### config.mk
export PLATFORM = sky130hd
export DESIGN_NAME = pcm8_ctrl
export DESIGN_NICKNAME = d
export VERILOG_FILES = /design/src/design/pcm8_pkg.sv /design/src/design/pcm8_ctrl.sv
export SDC_FILE = /design/constraint.sdc
export NUM_CORES = 1
export LEC_CHECK = 0
export ABC_AREA = 1
export ABC_CLOCK_PERIOD_IN_PS = 4300
export BUFFER_PORTS_ARGS = -buffer_cell sky130_fd_sc_hd__buf_2
export CELL_PAD_IN_SITES_DETAIL_PLACEMENT = 1
export CELL_PAD_IN_SITES_GLOBAL_PLACEMENT = 2
export CORE_AREA = 2 2 40 70
export DETAILED_ROUTE_END_ITERATION = 10
export DIE_AREA = 0 0 42 72
export HOLD_SLACK_MARGIN = 0.1
export PLACE_DENSITY = 0.83
export REMOVE_ABC_BUFFERS = 1
export SYNTH_ARGS = -nofsm -noshare
export SYNTH_HDL_FRONTEND = slang
export SYNTH_SLANG_ARGS = --single-unit
### constraint.sdc
create_clock -name clk -period 4.3 [get_ports clk]
set_clock_uncertainty 0.2 [all_clocks]
set_input_delay 0.215 -clock clk [delete_from_list [all_inputs] [get_ports clk]]
set_output_delay 0.215 -clock clk [all_outputs]
set_load 0.05 [all_outputs]
### src/design/pcm8_pkg.sv
// ----------------------------------------------------------------------------
// PCM player package
// Shared types, register codes and constants of the eight-channel PCM player.
// ----------------------------------------------------------------------------
package pcm8_pkg;

  localparam int NUM_CHANNELS    = 8;
  localparam int PHASE_FRAC_BITS = 11;
  localparam int CH_W            = 3;
  localparam int WAVE_AW         = 16;

  localparam logic [26:0] PHASE_MASK = 27'h7FFFFFF;
  localparam logic [7:0]  LOOP_MARK  = 8'hFF;
  localparam logic [7:0]  CTRL_SOUND = 8'h80;
  localparam logic [7:0]  CTRL_CHSEL = 8'h40;

  typedef enum logic [1:0] {
    REQ_WR     = 2'd0,
    REQ_RD     = 2'd1,
    REQ_WAVE   = 2'd2,
    REQ_RENDER = 2'd3
  } req_t;

  localparam logic [4:0] REG_VOL    = 5'd0;
  localparam logic [4:0] REG_PAN    = 5'd1;
  localparam logic [4:0] REG_STEP_L = 5'd2;
  localparam logic [4:0] REG_STEP_H = 5'd3;
  localparam logic [4:0] REG_LOOP_L = 5'd4;
  localparam logic [4:0] REG_LOOP_H = 5'd5;
  localparam logic [4:0] REG_START  = 5'd6;
  localparam logic [4:0] REG_CTRL   = 5'd7;
  localparam logic [4:0] REG_OFF    = 5'd8;

  // commands from controller to datapath
  typedef struct packed {
    logic           do_reg;     // handle register/wave request (one cycle)
    logic           clr_acc;    // clear accumulators
    logic           rd_issue;   // issue wave read for channel at phase
    logic           rd_loop;    // issue wave read at loop address
    logic           latch_byte; // capture first byte, update phase
    logic           latch_loop; // capture refetched byte
    logic           mul1;       // stage 1 multiply
    logic           mul2;       // stage 2 multiply
    logic           mul3;       // reciprocal multiply
    logic           acc;        // correct and accumulate
    logic           idle_ch;    // reload phase from start page
    logic [CH_W-1:0] ch;
  } cmd_t;

  typedef struct packed {
    logic ch_active;
    logic byte_is_loop;
  } sts_t;

endpackage

### src/design/pcm8_ctrl.sv
// ----------------------------------------------------------------------------
// PCM player controller
// Sequences requests and the per-channel render steps; owns the handshake.
// ----------------------------------------------------------------------------
module pcm8_ctrl import pcm8_pkg::*; (
  input  logic       clk,
  input  logic       rst_n,
  input  logic       in_valid,
  output logic       in_stall,
  input  logic [1:0] in_req_type,
  output logic       out_valid,
  input  logic       out_stall,
  output cmd_t       cmd,
  input  sts_t       sts
);

  typedef enum logic [3:0] {
    S_IDLE, S_CH, S_WAIT, S_BYTE, S_LWAIT, S_LBYTE, S_M1, S_M2, S_M3, S_ACC, S_OUT
  } state_t;

  state_t          state_r, state_nxt;
  logic [CH_W-1:0] ch_r, ch_nxt;
  logic            ovalid_r, ovalid_nxt;
  logic            accept;

  assign in_stall  = (state_r != S_IDLE) || ovalid_r;
  assign accept    = in_valid && !in_stall;
  assign out_valid = ovalid_r;

  always_comb begin
    state_nxt  = state_r;
    ch_nxt     = ch_r;
    ovalid_nxt = ovalid_r && out_stall;
    cmd        = '0;
    cmd.ch     = ch_r;
    unique case (state_r)
      S_IDLE: begin
        if (accept) begin
          if (req_t'(in_req_type) == REQ_RENDER) begin
            cmd.clr_acc = 1'b1;
            ch_nxt      = '0;
            state_nxt   = S_CH;
          end else begin
            cmd.do_reg = 1'b1;
            ovalid_nxt = 1'b1;
          end
        end
      end
      S_CH: begin
        if (sts.ch_active) begin
          cmd.rd_issue = 1'b1;
          state_nxt    = S_WAIT;
        end else begin
          cmd.idle_ch = 1'b1;
          state_nxt   = S_OUT;
        end
      end
      S_WAIT: state_nxt = S_BYTE;
      S_BYTE: begin
        cmd.latch_byte = 1'b1;
        state_nxt      = sts.byte_is_loop ? S_LWAIT : S_M1;
        cmd.rd_loop    = sts.byte_is_loop;
      end
      S_LWAIT: state_nxt = S_LBYTE;
      S_LBYTE: begin
        cmd.latch_loop = 1'b1;
        state_nxt      = S_M1;
      end
      S_M1: begin
        cmd.mul1  = 1'b1;
        state_nxt = S_M2;
      end
      S_M2: begin
        cmd.mul2  = 1'b1;
        state_nxt = S_M3;
      end
      S_M3: begin
        cmd.mul3  = 1'b1;
        state_nxt = S_ACC;
      end
      S_ACC: begin
        cmd.acc   = 1'b1;
        state_nxt = S_OUT;
      end
      S_OUT: begin
        if (32'(ch_r) == NUM_CHANNELS - 1) begin
          ovalid_nxt = 1'b1;
          state_nxt  = S_IDLE;
        end else begin
          ch_nxt    = ch_r + 1'b1;
          state_nxt = S_CH;
        end
      end
      default: state_nxt = S_IDLE;
    endcase
  end

  always_ff @(posedge clk) begin
    if (!rst_n) begin
      state_r  <= S_IDLE;
      ch_r     <= '0;
      ovalid_r <= 1'b0;
    end else begin
      state_r  <= state_nxt;
      ch_r     <= ch_nxt;
      ovalid_r <= ovalid_nxt;
    end
  end

`ifndef SYNTH
  a_no_accept_busy: assert property (@(posedge clk) disable iff (!rst_n)
    state_r != S_IDLE |-> in_stall)
    else $error("accept while busy");
  a_out_after_last: assert property (@(posedge clk) disable iff (!rst_n)
    state_r == S_OUT && 32'(ch_r) == NUM_CHANNELS - 1 |=> out_valid)
    else $error("frame not delivered");
  a_hold_out: assert property (@(posedge clk) disable iff (!rst_n)
    out_valid && out_stall |=> out_valid)
    else $error("result dropped");
`endif

endmodule

---- Yosys cells after proc, flatten, opt, wreduce, memory -nomap -nowiden ----
Index checks and enable logic that the tools add are counted.
word-level totals
  output and inout port bits .............. 16
  input bits .............................. 8
  register bits after elaboration ......... 8
  logic and storage cells ................. 56
operators by class
  add/sub/neg operators ................... 1
  equal/unequal tests ..................... 15
  reduce and logical (&&, ||, !) cells .... 9
  muxes and demuxes ....................... 28
operator list
  operator                                                          number
  4-bit case mux with 11 select lines                               1
  4-bit by 3-bit == test with 1-bit output (second input constant)  4
  1-bit two-way mux                                                 15
  4-bit == test (second input constant)                             3
  4-bit two-way mux                                                 3
  3-bit two-way mux                                                 3
  4-bit by 2-bit == test with 1-bit output (second input constant)  2
  2-bit two-way mux                                                 4
  2-bit inequality test (second input constant)                     3
  3-bit case mux with 2 select lines                                1
  4-bit by 1-bit == test with 1-bit output (second input constant)  1
  4-bit logical NOT                                                 1
  4-bit AND reduction                                               1
  4-bit nonzero test                                                1
  3-bit by 1-bit adder with 3-bit output (second input constant)    1
  3-bit == test (second input constant)                             1
  2-bit == test (second input constant)                             1
  1-bit logical AND                                                 2
  1-bit case mux with 2 select lines                                1
  2-bit AND reduction                                               1
  2-bit nonzero test                                                1
  1-bit logical NOT                                                 1
  1-bit logical OR                                                  1

---- Longest topological paths before layout ----
  depth after elaboration ................. 6
  mapped depth ............................ 9
  mapped depth without buffers ............ 9

---- Least setup slack after synthesis ----
OpenSTA, ideal clock, no wires.
  path type ............................... register -> output
  start ................................... reg state_r[2]
  end ..................................... out cmd[12] (netlist bit)
  data required time ...................... 3.885 ns
  setup slack ............................. 1.730 ns
  arrival ................................. 2.155 ns
  stages on the path, launching flop included .. 6
  buffers on the path ..................... 0
  cell sequence ........................... dfxtp_1 > nor2_2 > nand2_2 > inv_2 > nand2_1 > nor3_1
RTL lines
  element                   line              text
  start: declaration        pcm8_ctrl.sv:21   state_t state_r, state_nxt;
  start signal: assignment  pcm8_ctrl.sv:104  state_r <= state_nxt;
  end: declaration          pcm8_ctrl.sv:13   output cmd_t cmd,

==> metrics.cfg <==
[synthesis]
syn_area_um2 = 572
syn_avg_cell_area_um2 = 6.28
yosys_warnings = 0
yosysTopAreaCellShare_pct = 28.0
seq_area_frac_synth_pct = 28.0
synth.largest_area_cell = dfxtp_1
synthesis.instances = 91
synth_top_cells_by_area = dfxtp_1 28%, nand2_1 12%, inv_1 9.8%
synth-seq-cells = 8
synth_cell_types = 18

[grt]
first_global_vias = 647
grt.overflow.total = 0
antenna_found_initial = 0
grt_max_degree = 7
track_usage_pct = 12.0
grt_pass1_wl_um = 2730

[floorplanning]
die_h_um = 72
start_util_pct = 23.5
fp.dieArea_um2 = 3020
pin_count = 24
core_um2 = 2430
dieWidth_um = 42
rows = 24

[finish]
syn_to_final_growth_pct = 36.5
final_cell_mix = 23 x buf_2, 19 x nand2_1, 15 x nor2_1, 15 x inv_1, 8 x dfxtp_1
fillers = 332
nets = 131
diodes = 0
stdcell_count = 145
layout_commonest_cell = buf_2
drive_gt1_share_pct = 35.3
seqCellArea_um2 = 160
multiInputGateArea_um2 = 337

[cts]
post_cts_buffers = 0
worstSkewPairLatency_ns = 0.23
hold_buffers = 2
htreeDepth = 1
cts_resized = 0
clk_path_buf_depth = 2
cts.sinks = 8
clk_pin_slew_ns = 0.04
cts_tree = built
cts.root.buffer_cell = clkbuf_8
cts_made_buffers = 3

[routing]
drtAntennaViolNets = 0
dr.pass1.iters = 4
drc_errors = 0
wl_per_cell_um = 10.6
num_vias = 654
drt_wl_total_um = 1530
vias_per_cell = 4.51
drtIter0Drc = 4

[worst_setup_path]
start_kind = register
crit_start = state_r[2]
path_max_fanout = 6
arrival_ns = 1.47
path_buf_inv = 2
reg2reg_from = ch_r[0]
crit_required_ns = 3.88
cp-end-kind = primary output
crit_family = simple AND/OR/NAND/NOR gates
critPathKind = reg -> out
cp_slowest_stage_delay_ns = 0.37
path_cells = nor2_2 > nand2_2 > inv_2 > nand2_1 > nor3_1 > buf_2
crit_slowest_cell = dfxtp_1

[run]
cap_viol_max_count = 0

[timing]
tightest_slew_ns = 0.276
final.min_clock_period_ns = 1.89
clock.fmax_mhz = 530
fin_setup_tns_ns = 0
final_hold_viol_count = 0
maxSlewViolCount = 0
rsz0062_at_grt = false
period_share_pct = 43.9
slew_headroom_pct = 81.4
finalSetupViolations = 0

[pwr]
vdd_drop_max_mv = 0.371
p_int_mw = 0.266
power.density_nw_per_um2 = 777
comb_power_share_pct = 65.1
p_sw_mw = 0.341
switching_share_pct = 56.1
cellLeakagePower_nw = 0.439
seq_power_share_pct = 20.0
clockPowerShare_pct = 14.9

[hold_path]
worstHoldPathType = in -> reg
hold_path_startpoint = sts[0]

[outcome]
outcome = finished clean

[placement]
dp_cells = 140
io_buffer_count = 23
hpwl_um = 1350
place.gp.congestion = 0.736

[final timing paths]
path                end  slack, ns  cells after the start
max             cmd[12]       2.41                      6
min          state_r[1]       0.21                      4
max reg2reg     ch_r[1]       2.80                      8
min reg2reg     ch_r[1]       0.30                      2
[per-layer routing]
metal / share of wire (%) / GRT usage [%] / up-vias
met2: 53 / 21.7 / 18
li1: - / - / 334
met1: 39 / 12.1 / 298
met4: 3.1 / 8.60 / 0
met3: 4.9 / 1.74 / 4
met5: 0 / 0 / -
[power by group through the flow]
stage | Sequential, mW | Combinational, mW | Clock (mW)
2_1_floorplan | 0.145 | 0.294 | 0
3_3_place_gp | 0.122 | 0.395 | 0
3_5_place_dp | 0.123 | 0.401 | 0
4_1_cts | 0.122 | 0.403 | 0.0921
5_1_grt | 0.125 | 0.439 | 0.0972
6_report | 0.121 | 0.395 | 0.0903
[flip-flops by register name (all words and copies together), names as in the netlist]
| signal | cells |
|---|---|
| ch_r | 3 |
| out_valid | 1 |
| state_r | 4 |
[Yosys cell counts (all sizes together)]
library cell,instances
dfxtp,8
inv,20
a211oi,1
nor3,3
ha,2
or2,1
nor2,21
nand3,4
a31oi,2
o31ai,1
a21oi,3
o211ai,1
nand2,23
o22ai,1
[per-stage QoR]
stage	instance area, um^2	setup WS, ns	total power [mW]	hold WS (ns)	utilization [%]
2_1_floorplan	572	1.73	0.439	0.136	-
3_3_place_gp	719	2.68	0.517	0.291	29.6
3_5_place_dp	719	2.64	0.524	0.302	29.6
4_1_cts	781	2.39	0.617	0.217	32.1
5_1_grt	781	2.28	0.661	0.257	32.1
6_report	781	2.41	0.607	0.206	32.1
[worst reg2reg max path: stages (launching register included)]
cell and delay, ns:
dfxtp_1 0.33, ha_1 0.21, ha_1 0.18, nand3_1 0.13, nand2_2 0.09, inv_2 0.07
nand3_1 0.08, nand2_1 0.07, nor2_1 0.03
[cell type report]
| type | count | share of cell area (%) |
|---|---|---|
| Inverter | 20 | 9.62 |
| Tap cell | 26 | 4.17 |
| Sequential cell | 8 | 20.5 |
| Timing Repair Buffer | 25 | 17.3 |
| Clock buffer | 3 | 5.29 |
| Multi-Input combinational cell | 63 | 43.1 |
[cells by family (layout without fill, tap and decap cells)]
family                   count (synthesis)  count (layout)  share of synthesized area (%)
AND/OR/NAND/NOR                         52              52                           42.2
buffers and inverters                   20              48                           13.1
AO/OA/AOI/OAI                            9               9                           12.3
flip-flops                               8               8                           28.0
adder cells (fa/ha/maj)                  2               2                           4.38
Note: power is estimated with default switching activity, not from simulation.
